===== config.mk =====
export PLATFORM = sky130hd
export DESIGN_NAME = aihb_seq
export DESIGN_NICKNAME = d
export VERILOG_FILES = /design/src/rtl/core/aihb_pkg.sv /design/src/rtl/core/aihb_seq.sv
export SDC_FILE = /design/constraint.sdc
export NUM_CORES = 1
export LEC_CHECK = 0
export BUFFER_PORTS_ARGS = -buffer_cell sky130_fd_sc_hd__buf_2
export CORE_UTILIZATION = 54
export CTS_BUF_LIST = sky130_fd_sc_hd__clkbuf_16
export CTS_CLUSTER_DIAMETER = 150
export DETAILED_ROUTE_END_ITERATION = 7
export HOLD_SLACK_MARGIN = 0.08
export PLACE_DENSITY = 0.82
export SLEW_MARGIN = 20
export SYNTH_ARGS = -nofsm -noshare
export SYNTH_HDL_FRONTEND = slang
export SYNTH_SLANG_ARGS = --single-unit

===== constraint.sdc =====
create_clock -name clk -period 5 [get_ports clk]
set_input_delay 0.5 -clock clk [delete_from_list [all_inputs] [get_ports clk]]
set_output_delay 0.5 -clock clk [all_outputs]
set_load 0.03 [all_outputs]

===== src/rtl/core/aihb_pkg.sv =====
package aihb_pkg;

  // sizes
  localparam int SITES      = 16384;
  localparam int SITE_W     = 14;
  localparam int SITE_AW    = $clog2(SITES);
  localparam int PROB_DEPTH = 1024;
  localparam int TAB_AW     = $clog2(PROB_DEPTH);
  localparam int PROB_W     = 32;
  localparam int RAND_W     = 32;
  localparam int CFG_W      = 16;
  localparam int CFG_DW     = 32;
  localparam int CFG_AW     = 3;
  localparam int MAGSUM_W   = 16;

  // magnetization sum and its magnitude
  localparam int M_W   = SITE_AW + 2;
  localparam int MAG_W = SITE_AW + 1;

  // field, Q7.48, and the sum u = M/SITES + H one bit wider
  localparam int H_W     = 56;
  localparam int H_FRAC  = 48;
  localparam int U_W     = H_W + 1;
  localparam int M_SHIFT = H_FRAC - SITE_AW;
  localparam int AU_LO   = 24;
  localparam int AU_W    = U_W - AU_LO;

  // |u|>>24 times beta; x = 2*prod, saturation at x >= 2^39
  localparam int AX_W    = AU_W + CFG_W;
  localparam int SAT_BIT = 38;
  localparam int IDX_LO  = SAT_BIT - TAB_AW;

  // field step c*|M|*2^32/SITES^2
  localparam int DP_W    = CFG_W + MAG_W;
  localparam int D_SHIFT = 32 - 2 * SITE_AW;
  localparam int D_W     = DP_W + D_SHIFT;

  // clearing pass covers the spin memory and the table load
  localparam int INIT_LEN = (SITES > PROB_DEPTH + 1) ? SITES : PROB_DEPTH + 1;
  localparam int INIT_W   = $clog2(INIT_LEN);

  localparam int DATA_IN_W  = 48;
  localparam int DATA_OUT_W = 80;

  localparam logic [CFG_W-1:0] INV_TEMP_RST = 16'd8192;
  localparam logic [CFG_W-1:0] GAIN_RST     = 16'd655;
  localparam logic signed [M_W-1:0] M_RST   = M_W'(-(SITES % 2));

  // table argument step 8/PROB_DEPTH in Q.60
  localparam logic [63:0] TAB_STEP = (64'd1 << 63) / PROB_DEPTH;

  typedef enum logic [0:0] {
    REG_INV_TEMP      = 1'b0,
    REG_FEEDBACK_GAIN = 1'b1
  } reg_idx_t;

  typedef enum logic [2:0] {
    ST_INIT,
    ST_IDLE,
    ST_SUM,
    ST_MUL,
    ST_DEC,
    ST_FLD
  } seq_state_t;

  typedef struct packed {
    logic              init;
    logic [INIT_W-1:0] init_cnt;
    logic              take;
    logic              sum;
    logic              mul;
    logic              dec;
    logic              commit;
  } seq_ctrl_t;

  // lowest bit first: spin_up, flipped, magnet_sum, field_value
  typedef struct packed {
    logic [H_W-1:0]      field_value;
    logic [MAGSUM_W-1:0] magnet_sum;
    logic                flipped;
    logic                spin_up;
  } result_t;

  typedef logic [PROB_DEPTH-1:0][PROB_W-1:0] prob_tab_t;

  // shift-and-subtract quotient, only used while the table is built
  function automatic logic [63:0] quot64(input logic [63:0] num, input logic [63:0] den);
    logic [64:0] rem;
    logic [63:0] q;
    rem = '0;
    q   = '0;
    for (int b = 63; b >= 0; b--) begin
      rem = {rem[63:0], num[b]};
      if (rem >= {1'b0, den}) begin
        rem  = rem - {1'b0, den};
        q[b] = 1'b1;
      end
    end
    return q;
  endfunction

  // sigmoid(i*8/PROB_DEPTH) in Q0.32, series for exp(-step) then powers of it
  function automatic prob_tab_t build_prob_tab();
    prob_tab_t    tab;
    logic [63:0]  one;
    logic [63:0]  half;
    logic [63:0]  step;
    logic [63:0]  term;
    logic [63:0]  r;
    logic [63:0]  e;
    logic [63:0]  den;
    logic [127:0] prod;
    one  = 64'd1 << 60;
    half = 64'd1 << 63;
    step = TAB_STEP;
    term = one;
    r    = one;
    e    = one;
    tab  = '0;
    for (int k = 1; k <= 24; k++) begin
      prod = {64'd0, term} * {64'd0, step};
      term = quot64(prod[123:60], 64'(k));
      if ((k & 1) != 0) r = r - term;
      else r = r + term;
    end
    for (int i = 0; i < PROB_DEPTH; i++) begin
      den    = (one + e) >> 29;
      tab[i] = PROB_W'(quot64(half, den));
      prod   = {64'd0, e} * {64'd0, r};
      e      = prod[123:60];
    end
    return tab;
  endfunction

  localparam prob_tab_t PROB_TAB = build_prob_tab();

endpackage


===== src/rtl/core/aihb_seq.sv =====
module aihb_seq
  import aihb_pkg::*;
(
  input  logic      clk,
  input  logic      rst_n,
  input  logic      buf_valid,
  input  logic      out_free,
  output seq_ctrl_t ctrl
);

  seq_state_t        state_r;
  seq_state_t        state_nxt;
  logic [INIT_W-1:0] init_cnt_r;
  logic [INIT_W-1:0] init_cnt_nxt;
  logic              init_last;

  assign init_last = (init_cnt_r == INIT_W'(INIT_LEN - 1));

  always_ff @(posedge clk) begin
    if (!rst_n) begin
      state_r    <= ST_INIT;
      init_cnt_r <= '0;
    end else begin
      state_r    <= state_nxt;
      init_cnt_r <= init_cnt_nxt;
    end
  end

  always_comb begin
    state_nxt    = state_r;
    init_cnt_nxt = init_cnt_r;
    unique case (state_r)
      ST_INIT: begin
        init_cnt_nxt = init_cnt_r + 1'b1;
        if (init_last) state_nxt = ST_IDLE;
      end
      ST_IDLE: if (buf_valid) state_nxt = ST_SUM;
      ST_SUM:  state_nxt = ST_MUL;
      ST_MUL:  state_nxt = ST_DEC;
      ST_DEC:  state_nxt = ST_FLD;
      ST_FLD: begin
        if (out_free) state_nxt = buf_valid ? ST_SUM : ST_IDLE;
      end
      default: state_nxt = ST_IDLE;
    endcase
  end

  always_comb begin
    ctrl          = '0;
    ctrl.init_cnt = init_cnt_r;
    unique case (state_r)
      ST_INIT: ctrl.init = 1'b1;
      ST_IDLE: ctrl.take = buf_valid;
      ST_SUM:  ctrl.sum  = 1'b1;
      ST_MUL:  ctrl.mul  = 1'b1;
      ST_DEC:  ctrl.dec  = 1'b1;
      ST_FLD: begin
        ctrl.commit = out_free;
        ctrl.take   = out_free && buf_valid;
      end
      default: ;
    endcase
  end

  // a new word only enters once the previous field update is committed
  a_take_after_commit: assert property (@(posedge clk) disable iff (!rst_n)
    ctrl.take |-> (state_r == ST_IDLE) || ctrl.commit)
    else $error("word taken while an update is in flight");

  a_commit_restarts: assert property (@(posedge clk) disable iff (!rst_n)
    (ctrl.commit && buf_valid) |=> (state_r == ST_SUM))
    else $error("pending word not started after commit");

endmodule


==> impl_metrics.yaml <==
cells_and_area:
  layout-drive-gt1-share_pct: 22.4
  antenna_cells: 0
  nets: 131
  num-fill-cells: 132
  area_delta_synth_final_pct: 19.6
  final_area_mm2: 0.00105
critical_path:
  crit_type: "flop to output pin"
  cp.required_ns: 4.50
  ff2ff_setup_slack_ns: 3.17
  start_kind: "flop"
  endpoint_kind: "output pin"
  reg2reg_to: "init_cnt_r[6]"
  worstRegToRegCells: 3
  r2r_start: "state_r[1]"
  cp_max_fo: 19
  worstPathArrival_ns: 1.66
timing:
  hold_viol: 0
  post-route-min-period_ns: 2.16
  max_slew_margin_pct: 65.6
  tns_ns: 0
  rsz0062_at_grt: "false"
  finalCritPeriodShare_pct: 43.1
  fmax_ghz: 0.464
  hold_ws_ns: 0.491
  finClkSkew_ns: 0.00408
  drv_slew: 0
  setup_viol: 0
  tightestPinTransition_ns: 0.517
global_routing:
  antenna_found_initial: 0
  gr-usage-all-layers_pct: 23.8
  met3_usage_pct: 3.88
  first_global_vias: 745
  grt_pass1_wl_um: 3210
  top_usage_layer: "met2"
  grt.met2_usage_pct: 38.2
  grt_max_degree: 20
  overflow: 0
  met1_usage_pct: 30.3
synthesis:
  ys.flop_type: "dfxtp_1"
  syn-num-nets: 108
  postSynth.asyncResetShare_pct: 0
  yosysTopAreaCell: "dfxtp_1"
  synth_cell_types: 29
  synth.top_cells.by_count: "17 x dfxtp_1, 12 x nand2_1, 7 x a21oi_1, 6 x nand2b_1, 6 x nor4_1"
  yosysMostFrequentCell: "dfxtp_1"
  synth_edf_count: 0
  yosysWarningCount: 0
  synth_area_per_cell_um2: 8.50
  synth_top_area_share_pct: 38.9
  yosysSeqAreaShare_pct: 38.9
  ys_ff_latch: 17
  synth_area_um2: 876
  synthTopCellsByArea: "dfxtp_1 39%, mux2i_1 5.7%, nand2_1 5.1%, nand2b_1 4.3%, nor4_1 4.3%"
  syn_inst: 103
cts:
  clockBufferDepth: 2
  cts_tree: "built"
  clk_root_buffer_cell: "clkbuf_16"
  clock_sinks: 17
  clk_pin_slew_ns: 0.05
  numCtsBuffers: 3
  ctsHoldBuffers: 0
  cts_resized: 0
  insertion_delay_ns: 0.25
  htreeDepth: 1
  cts_setup_buffers: 0
routing:
  wl_um: 1840
  num_vias: 852
  remaining_drc_errors: 1
  final_antenna_net_count: 0
  drtIter0Drc: 27
  routed_via_density: 6.04
  firstDrtPassIters: 6
  wire_per_inst_um: 13.1
floorplan:
  die_h_um: 42.3
  start_util_pct: 58.1
  die_width_um: 42.3
  rows: 14
  core_area_mm2: 0.00151
  ios: 24
  die_area_mm2: 0.00179
worst_hold_path:
  min_from: "init_cnt_r[7]"
  holdPathEnd: "init_cnt_r[7]"
  hold-path-cell-count: 2
  hold_class: "flop to flop"
placement:
  numPortBuffers: 23
  hpwl_um: 1310
  placedInstanceArea_um2: 968
  gp_congestion: 0.898
pwr:
  leakagePower_nw: 0.421
  power_density_mw_per_mm2: 299
  max-vdd-ir-drop_mv: 0.209
  p_total_mw: 0.313
status:
  run_status: "finished, violations left"
  failed_checks: "design-rule violations"
run:
  drv_cap: 0
cells in the final DEF (no fill, tap or decap), types with 2 or more instances in the layout:
| cell type | n |
|---|---|
| or3_1 | 3 |
| o21a_1 | 2 |
| inv_1 | 5 |
| nand3_1 | 5 |
| xnor2_1 | 2 |
| nand2_1 | 12 |
| buf_2 | 23 |
| dfxtp_1 | 17 |
| nand2b_1 | 6 |
| clkbuf_16 | 3 |
| nor4_1 | 6 |
| o31ai_1 | 4 |
| or4_1 | 4 |
| o21ai_0 | 3 |
| mux2i_1 | 5 |
| nor2_1 | 3 |
| a21oi_1 | 7 |
| and3_1 | 3 |
| nand4_1 | 3 |
per-layer routing:
layer	part of all wire, %	vias to the layer above
met5	0	-
met1	45	392
met2	48	32
met3	4.7	5
met4	2.2	0
li1	-	423
cells by family (layout without fill, tap and decap cells):
family | count (synthesis) | count (layout) | share of synthesized area (%)
AO/OA/AOI/OAI | 18 | 18 | 13.0
XOR/XNOR | 2 | 2 | 2.00
adder cells (fa/ha/maj) | 1 | 1 | 1.43
buffers and inverters | 10 | 32 | 7.00
flip-flops | 17 | 17 | 38.9
multiplexers | 5 | 5 | 5.71
AND/OR/NAND/NOR | 50 | 50 | 32.0
report_power, final:
part / switching [mW] / internal, mW
sequential: 0.00277 / 0.138
clock: 0.0507 / 0.106
combinational: 0.0104 / 0.00556
total: 0.0639 / 0.249
how the worst max path moves through the flow:
stage | cells after the start | end | from
2_1_floorplan | 5 | ctrl[19] | state_r[0]
3_3_place_gp | 3 | ctrl[19] | state_r[1]
3_5_place_dp | 3 | ctrl[19] | state_r[1]
4_1_cts | 3 | ctrl[19] | state_r[1]
5_1_grt | 3 | ctrl[19] | state_r[1]
6_report | 3 | ctrl[19] | state_r[1]
registers in the layout (all words and copies together) (netlist names):
register,count
init_cnt_r,14
state_r,3
worst max-delay path, stage by stage (launching register included):
cell and delay (ns):
dfxtp_1 0.37, or3_1 0.63, inv_1 0.20, buf_2 0.22
final cells by class:
cell class              instances  area [um^2]  area share, %
clock buffers                   3         75.1           7.17
inverters                       5         18.8           1.79
flip-flops and latches         17          340           32.5
clock inverters                 1         3.75          0.358
multi-input cells              76          474           45.3
well taps                      16         20.0           1.91
repair buffers                 23          115           11.0
per-stage QoR:
step	instances	utilization, %	setup slack (ns)
after floorplan	103	-	3.25
after global placement	137	64.3	3.17
after detailed placement	137	64.3	3.12
after CTS	141	69.5	2.85
after global routing	141	69.5	2.76
final	141	69.5	2.84
Note: power is estimated with default switching activity, not from simulation.
