File: src/rtl/core/aihb_pkg.sv
package aihb_pkg;

  // sizes
  localparam int SITES      = 16384;
  localparam int SITE_W     = 14;
  localparam int SITE_AW    = $clog2(SITES);
  localparam int PROB_DEPTH = 1024;
  localparam int TAB_AW     = $clog2(PROB_DEPTH);
  localparam int PROB_W     = 32;
  localparam int RAND_W     = 32;
  localparam int CFG_W      = 16;
  localparam int CFG_DW     = 32;
  localparam int CFG_AW     = 3;
  localparam int MAGSUM_W   = 16;

  // magnetization sum and its magnitude
  localparam int M_W   = SITE_AW + 2;
  localparam int MAG_W = SITE_AW + 1;

  // field, Q7.48, and the sum u = M/SITES + H one bit wider
  localparam int H_W     = 56;
  localparam int H_FRAC  = 48;
  localparam int U_W     = H_W + 1;
  localparam int M_SHIFT = H_FRAC - SITE_AW;
  localparam int AU_LO   = 24;
  localparam int AU_W    = U_W - AU_LO;

  // |u|>>24 times beta; x = 2*prod, saturation at x >= 2^39
  localparam int AX_W    = AU_W + CFG_W;
  localparam int SAT_BIT = 38;
  localparam int IDX_LO  = SAT_BIT - TAB_AW;

  // field step c*|M|*2^32/SITES^2
  localparam int DP_W    = CFG_W + MAG_W;
  localparam int D_SHIFT = 32 - 2 * SITE_AW;
  localparam int D_W     = DP_W + D_SHIFT;

  // clearing pass covers the spin memory and the table load
  localparam int INIT_LEN = (SITES > PROB_DEPTH + 1) ? SITES : PROB_DEPTH + 1;
  localparam int INIT_W   = $clog2(INIT_LEN);

  localparam int DATA_IN_W  = 48;
  localparam int DATA_OUT_W = 80;

  localparam logic [CFG_W-1:0] INV_TEMP_RST = 16'd8192;
  localparam logic [CFG_W-1:0] GAIN_RST     = 16'd655;
  localparam logic signed [M_W-1:0] M_RST   = M_W'(-(SITES % 2));

  // table argument step 8/PROB_DEPTH in Q.60
  localparam logic [63:0] TAB_STEP = (64'd1 << 63) / PROB_DEPTH;

  typedef enum logic [0:0] {
    REG_INV_TEMP      = 1'b0,
    REG_FEEDBACK_GAIN = 1'b1
  } reg_idx_t;

  typedef enum logic [2:0] {
    ST_INIT,
    ST_IDLE,
    ST_SUM,
    ST_MUL,
    ST_DEC,
    ST_FLD
  } seq_state_t;

  typedef struct packed {
    logic              init;
    logic [INIT_W-1:0] init_cnt;
    logic              take;
    logic              sum;
    logic              mul;
    logic              dec;
    logic              commit;
  } seq_ctrl_t;

  // lowest bit first: spin_up, flipped, magnet_sum, field_value
  typedef struct packed {
    logic [H_W-1:0]      field_value;
    logic [MAGSUM_W-1:0] magnet_sum;
    logic                flipped;
    logic                spin_up;
  } result_t;

  typedef logic [PROB_DEPTH-1:0][PROB_W-1:0] prob_tab_t;

  // shift-and-subtract quotient, only used while the table is built
  function automatic logic [63:0] quot64(input logic [63:0] num, input logic [63:0] den);
    logic [64:0] rem;
    logic [63:0] q;
    rem = '0;
    q   = '0;
    for (int b = 63; b >= 0; b--) begin
      rem = {rem[63:0], num[b]};
      if (rem >= {1'b0, den}) begin
        rem  = rem - {1'b0, den};
        q[b] = 1'b1;
      end
    end
    return q;
  endfunction

  // sigmoid(i*8/PROB_DEPTH) in Q0.32, series for exp(-step) then powers of it
  function automatic prob_tab_t build_prob_tab();
    prob_tab_t    tab;
    logic [63:0]  one;
    logic [63:0]  half;
    logic [63:0]  step;
    logic [63:0]  term;
    logic [63:0]  r;
    logic [63:0]  e;
    logic [63:0]  den;
    logic [127:0] prod;
    one  = 64'd1 << 60;
    half = 64'd1 << 63;
    step = TAB_STEP;
    term = one;
    r    = one;
    e    = one;
    tab  = '0;
    for (int k = 1; k <= 24; k++) begin
      prod = {64'd0, term} * {64'd0, step};
      term = quot64(prod[123:60], 64'(k));
      if ((k & 1) != 0) r = r - term;
      else r = r + term;
    end
    for (int i = 0; i < PROB_DEPTH; i++) begin
      den    = (one + e) >> 29;
      tab[i] = PROB_W'(quot64(half, den));
      prod   = {64'd0, e} * {64'd0, r};
      e      = prod[123:60];
    end
    return tab;
  endfunction

  localparam prob_tab_t PROB_TAB = build_prob_tab();

endpackage

File: src/rtl/core/aihb_regs.sv
module aihb_regs
  import aihb_pkg::*;
(
  input  logic              clk,
  input  logic              rst_n,
  input  logic              psel,
  input  logic              penable,
  input  logic              pwrite,
  input  logic [CFG_AW-1:0] paddr,
  input  logic [CFG_DW-1:0] pwdata,
  output logic [CFG_DW-1:0] prdata,
  output logic              pready,
  output logic [CFG_W-1:0]  inv_temp,
  output logic [CFG_W-1:0]  feedback_gain
);

  logic [CFG_W-1:0] inv_temp_r;
  logic [CFG_W-1:0] gain_r;
  reg_idx_t         idx;
  logic             wr_en;

  assign idx    = reg_idx_t'(paddr[CFG_AW-1:2]);
  assign wr_en  = psel && penable && pwrite;
  assign pready = 1'b1;

  always_ff @(posedge clk) begin
    if (!rst_n) begin
      inv_temp_r <= INV_TEMP_RST;
      gain_r     <= GAIN_RST;
    end else if (wr_en) begin
      unique case (idx)
        REG_INV_TEMP:      inv_temp_r <= pwdata[CFG_W-1:0];
        REG_FEEDBACK_GAIN: gain_r     <= pwdata[CFG_W-1:0];
        default: ;
      endcase
    end
  end

  always_comb begin
    unique case (idx)
      REG_INV_TEMP:      prdata = CFG_DW'(inv_temp_r);
      REG_FEEDBACK_GAIN: prdata = CFG_DW'(gain_r);
      default:           prdata = '0;
    endcase
  end

  assign inv_temp      = inv_temp_r;
  assign feedback_gain = gain_r;

endmodule

File: config.mk
export PLATFORM = sky130hd
export DESIGN_NAME = aihb_regs
export DESIGN_NICKNAME = d
export VERILOG_FILES = /design/src/rtl/core/aihb_pkg.sv /design/src/rtl/core/aihb_regs.sv
export SDC_FILE = /design/constraint.sdc
export NUM_CORES = 1
export LEC_CHECK = 0
export ABC_AREA = 0
export BUFFER_PORTS_ARGS = -buffer_cell sky130_fd_sc_hd__buf_4
export CORE_UTILIZATION = 42
export CTS_CLUSTER_DIAMETER = 30
export CTS_CLUSTER_SIZE = 24
export DETAILED_ROUTE_END_ITERATION = 6
export GPL_ROUTABILITY_DRIVEN = 0
export PLACE_DENSITY = 0.79
export SETUP_SLACK_MARGIN = 0.02
export SYNTH_ARGS = -nofsm -noshare
export SYNTH_HDL_FRONTEND = slang
export SYNTH_SLANG_ARGS = --single-unit
export TNS_END_PERCENT = 1
File: constraint.sdc
create_clock -name clk -period 1.4 [get_ports clk]
set_input_delay 0.21 -clock clk [delete_from_list [all_inputs] [get_ports clk]]
set_output_delay 0.21 -clock clk [all_outputs]
set_load 0.02 [all_outputs]
==> results of run 1 <==
-- layout make-up --
class	instances	area [sq um]	area share
sequential	32	641	0.299
timing repair buffer	72	541	0.252
clock buffer	5	68.8	0.0321
multi-input combinational	123	831	0.388
tap	48	60.1	0.0281
-- layout by cell type, fill, tap and decap left out --
cell / count
buf_4: 72
nand2_1: 41
mux2i_1: 32
dfxtp_1: 32
conb_1: 17
mux2_2: 16
nor2b_1: 14
clkbuf_8: 5
and4b_1: 1
and4_1: 1
nand4_1: 1
-- power breakdown --
group          switching [mW]  internal [mW]
Clock                   0.281          0.319
Combinational           0.181          0.142
Sequential             0.0149          0.932
Total                   0.477           1.39
-- logic make-up after synthesis --
kind of cell | after synthesis | share of synthesized area
buffers and inverters | 28 | 0.125
AND/OR/NAND/NOR | 58 | 0.165
multiplexers | 48 | 0.310
other | 2 | 0.00465
flip-flops | 32 | 0.396
-- registers in the layout, summed over array words and instances (netlist names) --
signal         count
feedback_gain     16
inv_temp          16
-- path summary, 6_finish.rpt --
path                    startpoint                to  slack (ps)  cells after the start
setup / recovery  feedback_gain[3]         prdata[3]         170                      2
hold / removal           pwdata[3]       inv_temp[3]         200                      3
setup reg to reg  feedback_gain[3]  feedback_gain[3]         770                      2
hold reg to reg       inv_temp[12]      inv_temp[12]         470                      2
-- critical path: stages (launching register included) --
cell     delay, ps
dfxtp_1        330
mux2_2         270
buf_4          160
-- layer usage --
layer | part of all wire | vias to the layer above | routed length, um
li1 | - | 644 | -
met1 | 0.47 | 572 | 1450
met2 | 0.45 | 50 | 1380
met3 | 0.070 | 5 | 217
met4 | 0.014 | 0 | 44
met5 | 0 | - | 0
-- stage by stage --
stage          worst slack (ps)  instance area [sq um]  hold slack, ps
2_1_floorplan               263                   1670             352
3_3_place_gp                195                   2070             460
3_5_place_dp                184                   2070             462
4_1_cts                     149                   2140             190
5_1_grt                     129                   2140             199
6_report                    169                   2140             199
==> PnR_summary.wiki, run 1 <==
{| class="wikitable"
! Metric !! Value
|-
| Result of the run || finished clean
|-
| Die height || 64.0 um
|-
| Global-route met3 utilization || 0.0411
|-
| CTS Hold Buffers Added || 0
|-
| Number of top-level pins || 105
|-
| Met1 Track Usage GR || 0.193
|-
| Count of flip-flops with a built-in enable after synthesis || 0
|-
| # DRC || 0
|-
| Post-layout minimum cycle time || 1230 ps
|-
| Type of destination of the critical path || output pin
|-
| Number of port buffers || 69
|-
| Final std cells w/o fill || 280
|-
| Sequential-to-total area share from yosys stat || 0.396
|-
| GRT Util Overall || 0.159
|-
| Yosys cell types || 14
|-
| Number of hold violations in the final report || 0
|-
| Setup repair after global routing missed its margin || false
|-
| Post-Synthesis Cell Area || 1620 sq um
|-
| Worst Clk Skew || 0 ps
|-
| Number of antenna violations at the first check in global routing || 0
|-
| Met2 track utilization from global routing || 0.259
|-
| N_diodes || 0
|-
| Via count || 1271
|-
| Net count of the finished layout || 274
|-
| Floorplan row count || 22
|-
| Global route hottest layer || met2
|-
| Largest cells by area after synthesis || dfxtp_1 40%, mux2i_1 20%, mux2_2 11%
|-
| Max Clk Rate || 813 MHz
|-
| Startpoint types || register
|-
| Share of the core filled with cells || 0.580
|-
| Half-perimeter wire length after detailed placement || 2230 um
|-
| Post-synthesis cell count || 168
|-
| Antenna violation net count after detailed routing || 0
|-
| Root buffer cell || clkbuf_8
|-
| Mean instance size in the synthesized netlist || 9.62 sq um
|-
| Largest net degree at the start of global routing || 56
|-
| CTS tree || yes
|-
| Synth async-reset ratio || 0
|-
| Initial DRC Count || 57
|-
| Final number of setup-violating endpoints || 0
|-
| Yosys warning total || 0
|-
| Cell types with the highest counts after synthesis || 41 x nand2_1, 32 x dfxtp_1, 32 x mux2i_1
|-
| Leading register cell type out of synthesis || dfxtp_1
|-
| Number of iterations in the first detailed-routing pass || 4
|-
| Skew-Pair Late Insertion Delay || 270 ps
|-
| Total of max-cap violations || 0
|-
| Worst Path Class, Setup || register to output pin
|-
| P_leak || 0.987 nW
|-
| Placed Cells || 275
|-
| Buffer count from post-CTS setup fixing || 0
|-
| Final Slew Violations || 0
|-
| Filler cell count in the final layout || 354
|-
| Via count of the first global-routing pass || 1169
|-
| Top cell type by total area after synthesis || dfxtp_1
|-
| Initial cell density of the core || 0.438
|-
| Required time of the critical path || 1190 ps
|-
| CTS-repair resized insts || 0
|-
| Remaining global-route overflow || 0
|-
| Synth top area share || 0.396
|-
| Final Routed Wirelength || 3090 um
|-
| P&R area growth vs syn || 32.4%
|-
| Seq cells post-synth || 32
|-
| Routed wire per std cell || 11.0 um
|-
| Layout cell share with drive strength beyond 1 || 0.401
|-
| Hold WC Path Type || input port to register
|-
| CP max FO || 3
|-
| Most frequently used cell type in the post-synthesis netlist || nand2_1
|-
| Longest Clk Path Bufs || 2
|-
| Overall die width || 64.0 um
|-
| Clock transition time at the flip-flop clock pins of the worst setup and hold paths || 60 ps
|-
| Std-Cell Core Area || 3690 sq um
|-
| Maximum VDD drop || 716 uV
|-
| Cts bufs inserted || 5
|-
| H-tree depth || 2
|-
| Area of the die || 4100 sq um
|-
| Share of the clock period used by the worst path after layout || 0.879
|-
| Total power || 1.87 mW
|-
| First-pass GRT wire length || 5070 um
|-
| Arrival time reported for the critical path endpoint || 1020 ps
|-
| Number of vias per cell after detailed routing || 4.54
|-
| Aggregate negative setup slack || 0 ps
|-
| Power Density || 874 nW/um^2
|-
| Sink Count || 32
|}
No activity file was read; power rests on OpenSTA's default activity.
==> run 2: changes to the inputs <==
--- a/config.mk
+++ b/config.mk
@@ -12,7 +12,7 @@
 export CTS_CLUSTER_SIZE = 24
 export DETAILED_ROUTE_END_ITERATION = 6
 export GPL_ROUTABILITY_DRIVEN = 0
-export PLACE_DENSITY = 0.79
+export PLACE_DENSITY = 0.8
 export SETUP_SLACK_MARGIN = 0.02
 export SYNTH_ARGS = -nofsm -noshare
 export SYNTH_HDL_FRONTEND = slang
==> run 2 against run 1 <==
Net effect: hold slack lost 0.80 ps; via count increased by 0.55%; largest cell class unchanged; cell count grew 0.36%; fmax shrank 0.81%; first-iteration DRC count is 25% lower.
==> PnR_summary.wiki, run 2 (synthesis results as in run 1) <==
{| class="wikitable"
! Metric !! Value
|-
| Share of the clock period used by the worst path after layout || 0.886 (+0.00714)
|-
| Final Routed Wirelength || 3180 um (+2.9%)
|-
| Internal power consumption || 1.41 mW (+1.3%)
|-
| Net count of the finished layout || 273 (-0.36%)
|-
| N_diodes || 0 (unchanged)
|-
| Die height || 64.0 um (unchanged)
|-
| Filler cell count in the final layout || 368 (+4.0%)
|-
| Crit. Startpoint || feedback_gain[7]
|-
| Layout cell share with drive strength beyond 1 || 0.399 (-0.00172)
|-
| Relative contribution of combinational cells to total power || 0.171 (-0.002)
|-
| Worst Path Class, Setup || register to output pin
|-
| Overall die width || 64.0 um (unchanged)
|-
| CTS-repair resized insts || 0 (unchanged)
|-
| Root buffer cell || clkbuf_8
|-
| Via count || 1278 (+0.55%)
|-
| Maximum VDD drop || 586 uV (-18%)
|-
| Remaining global-route overflow || 0 (unchanged)
|-
| Switching fraction of total power || 0.261 (+0.00572)
|-
| Number of top-level pins || 105 (unchanged)
|-
| Area of the die || 4100 sq um (unchanged)
|-
| Switching Power || 0.498 mW (+4.4%)
|-
| Startpoint types || register
|-
| Type of destination of the critical path || output pin
|-
| Final Slew Violations || 0 (unchanged)
|-
| Worst Clk Skew || 0 ps (unchanged)
|-
| Top Layer Used || met4
|-
| Power Density || 886 nW/um^2 (+1.5%)
|-
| Startpoint of the most critical hold path || pwdata[1]
|-
| Buffer count from post-CTS setup fixing || 0 (unchanged)
|-
| Required time of the critical path || 1190 ps (about the same)
|-
| Number of hold violations in the final report || 0 (unchanged)
|-
| CTS Hold Buffers Added || 0 (unchanged)
|-
| Post-Route M1 WL || 1430 um (-0.97%)
|-
| CTS tree || yes
|-
| Largest net degree at the start of global routing || 56 (unchanged)
|-
| Reg power frac || 0.496 (-0.010)
|-
| Sink Count || 32 (unchanged)
|-
| Number of port buffers || 69 (unchanged)
|-
| Aggregate negative setup slack || 0 ps (unchanged)
|-
| Result of the run || finished clean
|-
| GRT Util Overall || 0.159 (-0.000438)
|-
| Origin of the critical flop-to-flop path || inv_temp[2]
|-
| Part of the total power dissipated in the clock network || 0.334 (+0.013)
|-
| Total of max-cap violations || 0 (unchanged)
|-
| CP max FO || 3 (unchanged)
|-
| Arrival time reported for the critical path endpoint || 1030 ps (about the same)
|-
| Initial DRC Count || 43 (-25%)
|-
| Met3 wire length || 209 um (-3.7%)
|-
| Number of iterations in the first detailed-routing pass || 4 (unchanged)
|-
| Most common library cell in the layout ignoring fill and taps || buf_4
|-
| Clock transition time at the flip-flop clock pins of the worst setup and hold paths || 60 ps (about the same)
|-
| Cts bufs inserted || 5 (unchanged)
|-
| Total power || 1.91 mW (+2.1%)
|-
| Most frequent cells in the layout || 70 x buf_4, 41 x nand2_1, 32 x mux2i_1, 32 x dfxtp_1, 17 x conb_1
|-
| # DRC || 0 (unchanged)
|-
| Final number of setup-violating endpoints || 0 (unchanged)
|-
| Post-layout minimum cycle time || 1240 ps (+10.0 ps)
|-
| Max Clk Rate || 806 MHz (-0.81%)
|-
| Skew-Pair Late Insertion Delay || 270 ps (about the same)
|-
| Antenna violation net count after detailed routing || 0 (unchanged)
|-
| Half-perimeter wire length after detailed placement || 2230 um (about the same)
|-
| Longest Clk Path Bufs || 2 (unchanged)
|-
| Via count of the first global-routing pass || 1138 (-2.7%)
|-
| Setup repair after global routing missed its margin || false
|-
| Number of vias per cell after detailed routing || 4.55 (+0.19%)
|-
| Routed wire per std cell || 11.3 um (+2.5%)
|-
| First-pass GRT wire length || 5000 um (-1.5%)
|-
| P_leak || 0.990 nW (+0.27%)
|-
| H-tree depth || 2 (unchanged)
|-
| Hold WC Path Type || input port to register
|-
| P&R area growth vs syn || 33.3%
|-
| Std-Cell Core Area || 3690 sq um (unchanged)
|-
| Floorplan row count || 22 (unchanged)
|-
| Number of antenna violations at the first check in global routing || 0 (unchanged)
|-
| Share of the core filled with cells || 0.584 (+0.00373)
|-
| Met2 routed WL || 1530 um (+10%)
|-
| Initial cell density of the core || 0.438 (unchanged)
|}
run 2: per-stage QoR:
stage,instance area [sq um],setup slack (ps),std cells,hold slack [ps]
after floorplan,1670,263,183,352
after global placement,2080,192,274,455
after detailed placement,2080,161,274,467
after CTS,2150,151,281,195
after global routing,2150,125,281,193
final,2150,159,281,198
run 2: power groups by stage:
stage | Clock [mW] | Combinational [mW] | Sequential (mW)
floorplan | 0 | 0.220 | 0.988
global placement | 0 | 0.323 | 0.966
detailed placement | 0 | 0.327 | 0.966
CTS | 0.663 | 0.328 | 0.946
global route | 0.706 | 0.350 | 0.948
finish | 0.637 | 0.326 | 0.946
run 2: final cells by class:
cell class	count	area (sq um)	share of cell area
well taps	48	60.1	0.0279
clock buffers	6	72.6	0.0337
multi-input cells	123	831	0.386
clock inverters	1	5.00	0.00232
flip-flops and latches	32	641	0.297
repair buffers	71	546	0.253
run 2: worst paths after layout:
check,endpoint,slack [ps],depth (start not counted)
worst min-delay path,inv_temp[1],200,3
worst max register to register,inv_temp[2],760,2
worst max-delay path,prdata[7],160,2
worst min register to register,feedback_gain[12],470,2
run 2: critical path, stage by stage (launching register included):
cell and delay (ps):
dfxtp_1 340, mux2_2 270, buf_4 150
run 2: per-layer routing:
layer	up-vias	GRT usage
met5	-	0
met4	0	0.0426
met3	2	0.0571
met2	46	0.281
met1	583	0.177
li1	647	-
==> run 3: changes to the inputs <==
--- a/config.mk
+++ b/config.mk
@@ -5,14 +5,14 @@
 export SDC_FILE = /design/constraint.sdc
 export NUM_CORES = 1
 export LEC_CHECK = 0
-export ABC_AREA = 0
+export ABC_AREA = 1
 export BUFFER_PORTS_ARGS = -buffer_cell sky130_fd_sc_hd__buf_4
 export CORE_UTILIZATION = 42
 export CTS_CLUSTER_DIAMETER = 30
 export CTS_CLUSTER_SIZE = 24
 export DETAILED_ROUTE_END_ITERATION = 6
 export GPL_ROUTABILITY_DRIVEN = 0
-export PLACE_DENSITY = 0.8
+export PLACE_DENSITY = 0.79
 export SETUP_SLACK_MARGIN = 0.02
 export SYNTH_ARGS = -nofsm -noshare
 export SYNTH_HDL_FRONTEND = slang
==> run 3 against run 2 <==
Net effect: register-to-register slack better by 40 ps; sequential cell count unchanged; utilization up 1.9 points; routed wire length up 22%; combinational power up 34%; largest cell class unchanged; sequential power up 2.2%; clock skew unchanged; clock power up 12%; via count up 33%; area after synthesis up 2.1%; worst setup slack better by 87 ps.
==> PnR_summary.wiki, run 3 <==
{| class="wikitable"
! Metric !! Value
|-
| # DRC || 0 (unchanged)
|-
| Startpoint types || input port
|-
| Total of max-cap violations || 0 (unchanged)
|-
| First-pass GRT wire length || 6350 um (+27%)
|-
| Reg power frac || 0.456 (-0.040)
|-
| Antenna violation net count after detailed routing || 0 (unchanged)
|-
| Number of hold violations in the final report || 0 (unchanged)
|-
| Cts bufs inserted || 5 (unchanged)
|-
| P_leak || 1.21 nW (+22%)
|-
| Yosys warning total || 0 (unchanged)
|-
| Area of the die || 4180 sq um (+2.0%)
|-
| Worst Clk Skew || 0 ps (unchanged)
|-
| Sequential-to-total area share from yosys stat || 0.388 (-0.00811)
|-
| Longest Clk Path Bufs || 2 (unchanged)
|-
| Met3 wire length || 286 um (+37%)
|-
| Relative contribution of combinational cells to total power || 0.207 (+0.036)
|-
| Number of iterations in the first detailed-routing pass || 4 (unchanged)
|-
| Placed Cells || 364 (+33%)
|-
| Post-Route M1 WL || 1700 um (+19%)
|-
| Floorplan row count || 22 (unchanged)
|-
| Switching fraction of total power || 0.285 (+0.0241)
|-
| Post-Synthesis Cell Area || 1650 sq um (+2.1%)
|-
| Seq cells post-synth || 32 (unchanged)
|-
| Worst-case hold slack || 149 ps (-49.1 ps)
|-
| Cell types with the highest counts after synthesis || 88 x nand2_1, 50 x nor2_1, 32 x dfxtp_1, 32 x nand3_1, 20 x buf_4
|-
| Half-perimeter wire length after detailed placement || 2660 um (+19%)
|-
| Cell area after placement || 2150 sq um (+3.6%)
|-
| Layout cell share with drive strength beyond 1 || 0.265 (-0.134)
|-
| Std-Cell Core Area || 3720 sq um (+0.75%)
|-
| Leading register cell type out of synthesis || dfxtp_1
|-
| Most frequent cells in the layout || 88 x nand2_1, 71 x buf_4, 50 x nor2_1
|-
| Top cell type by total area after synthesis || dfxtp_1
|-
| Most frequently used cell type in the post-synthesis netlist || nand2_1
|-
| Die height || 64.7 um (+1.0%)
|-
| Initial cell density of the core || 0.444 (+0.00584)
|-
| Count of flip-flops with a built-in enable after synthesis || 0 (unchanged)
|-
| Final std cells w/o fill || 372 (+32%)
|-
| Via count || 1699 (+33%)
|-
| CP max FO || 23 (+20)
|-
| Critical Path Slowest Stage Cell || buf_12
|-
| Net count of the finished layout || 363 (+33%)
|-
| Result of the run || finished clean
|-
| Largest cells by area after synthesis || dfxtp_1 39%, nand2_1 20%, nor2_1 11%
|-
| Post-layout minimum cycle time || 1150 ps (-87.5 ps)
|-
| Share of the clock period used by the worst path after layout || 0.824 (-0.0625)
|-
| Setup repair after global routing missed its margin || false
|-
| Required time of the critical path || 1190 ps (about the same)
|-
| Largest net degree at the start of global routing || 33 (-41%)
|-
| Sink Count || 32 (unchanged)
|-
| Clock transition time at the flip-flop clock pins of the worst setup and hold paths || 60 ps (about the same)
|-
| Synth async-reset ratio || 0 (unchanged)
|-
| Overall die width || 64.7 um (+1.0%)
|-
| Maximum VDD drop || 584 uV (-0.28%)
|-
| Part of the total power dissipated in the clock network || 0.338 (+0.004)
|-
| Met2 routed WL || 1840 um (+21%)
|-
| Number of port buffers || 69 (unchanged)
|-
| Remaining global-route overflow || 0 (unchanged)
|-
| Internal power consumption || 1.52 mW (+7.5%)
|-
| Arrival time reported for the critical path endpoint || 940 ps (-90 ps)
|-
| H-tree depth || 2 (unchanged)
|-
| Routed wire per std cell || 10.4 um (-7.8%)
|-
| Skew-Pair Late Insertion Delay || 280 ps (about the same)
|-
| CTS tree || yes
|-
| Yosys cell types || 15 (+1)
|-
| GRT Util Overall || 0.196 (+0.0373)
|-
| Buffer count from post-CTS setup fixing || 0 (unchanged)
|-
| Initial DRC Count || 93 (+120%)
|-
| Type of destination of the critical path || output pin
|-
| Max Clk Rate || 867 MHz (+7.6%)
|-
| CTS Hold Buffers Added || 0 (unchanged)
|-
| Worst Path Class, Setup || input port to output pin
|-
| Hold WC Path Type || input port to register
|-
| Chain of cells forming the critical path || buf_4, inv_2, buf_12, nand2_1, nand2_1, buf_4
|-
| CTS-repair resized insts || 0 (unchanged)
|-
| Switching Power || 0.605 mW (+21%)
|-
| Final Slew Violations || 0 (unchanged)
|-
| Post-synthesis cell count || 257 (+53%)
|-
| Critical path's largest stage delay || 190 ps (-150 ps)
|-
| Root buffer cell || clkbuf_8
|-
| P&R area growth vs syn || 35.9%
|-
| Aggregate negative setup slack || 0 ps (unchanged)
|-
| Most common library cell in the layout ignoring fill and taps || nand2_1
|-
| N_diodes || 0 (unchanged)
|-
| Final Routed Wirelength || 3880 um (+22%)
|-
| Number of vias per cell after detailed routing || 4.57 (+0.42%)
|-
| Number of top-level pins || 105 (unchanged)
|-
| Power Density || 946 nW/um^2 (+6.8%)
|-
| Via count of the first global-routing pass || 1414 (+24%)
|-
| Post-route design area || 2240 sq um (+4.1%)
|-
| Share of the core filled with cells || 0.603 (+0.0192)
|-
| Number of antenna violations at the first check in global routing || 0 (unchanged)
|-
| Mean instance size in the synthesized netlist || 6.42 sq um (-33%)
|-
| Synth top area share || 0.388 (-0.00811)
|-
| Top Layer Used || met4
|-
| Final number of setup-violating endpoints || 0 (unchanged)
|}
## run 3: cell types whose count changed in the layout (fill, tap and decap cells not counted), moves of 2 or more
cell and delta:
nor2_1 +50, mux2i_1 -32, nand2_1 +47, buf_12 +2, inv_1 +16, inv_2 +2
nor2_4 +3, nor2b_1 -14, nand3_1 +32, mux2_2 -16
## run 3: power groups by stage
| stage | clock network (mW) | logic [mW] | registers [mW] |
|---|---|---|---|
| 4_1_cts | 0.726 | 0.440 | 0.968 |
| 2_1_floorplan | 0 | 0.258 | 1.02 |
| 3_3_place_gp | 0 | 0.433 | 0.987 |
| 6_report | 0.716 | 0.438 | 0.967 |
| 5_1_grt | 0.783 | 0.479 | 0.971 |
| 3_5_place_dp | 0 | 0.439 | 0.987 |
## run 3: cell type report
type | instances | area [sq um]
Multi-Input combinational cell | 192 | 791
Fill cell | 390 | 1470
Clock buffer | 8 | 90.1
Sequential cell | 32 | 641
Tap cell | 48 | 60.1
Inverter | 18 | 67.6
Timing Repair Buffer | 74 | 593
## run 3: metal layers
| layer | vias to the layer above | global-route usage |
|---|---|---|
| li1 | 873 | - |
| met1 | 762 | 0.228 |
| met2 | 59 | 0.341 |
| met3 | 5 | 0.0669 |
| met4 | 0 | 0.0500 |
| met5 | - | 0 |
## run 3: final timing paths
| check | cells past startpoint | slack, ps | from | end |
|---|---|---|---|---|
| worst max-delay path | 6 | 250 | paddr[2] | prdata[7] |
| worst min-delay path | 3 | 150 | pwdata[9] | feedback_gain[9] |
| worst max register to register | 2 | 800 | inv_temp[13] | inv_temp[13] |
| worst min register to register | 2 | 490 | feedback_gain[9] | feedback_gain[9] |
## run 3: worst max-delay path: cells and delay by family
kind | cells | cell delay [ps]
and+or+nand+nor | 2 | 120
buffers and inverters | 4 | 600
## run 3: through the flow
step / setup slack [ps] / power [mW]
final: 247 / 2.12
after global routing: 171 / 2.23
after CTS: 241 / 2.13
after detailed placement: 238 / 1.43
after global placement: 252 / 1.42
after floorplan: 403 / 1.28
## run 3: cells by family after synthesis
logic type	synth area share
other cells	0.00455
compound gates	0.00303
flops	0.388
buf+inv	0.167
simple gates	0.437
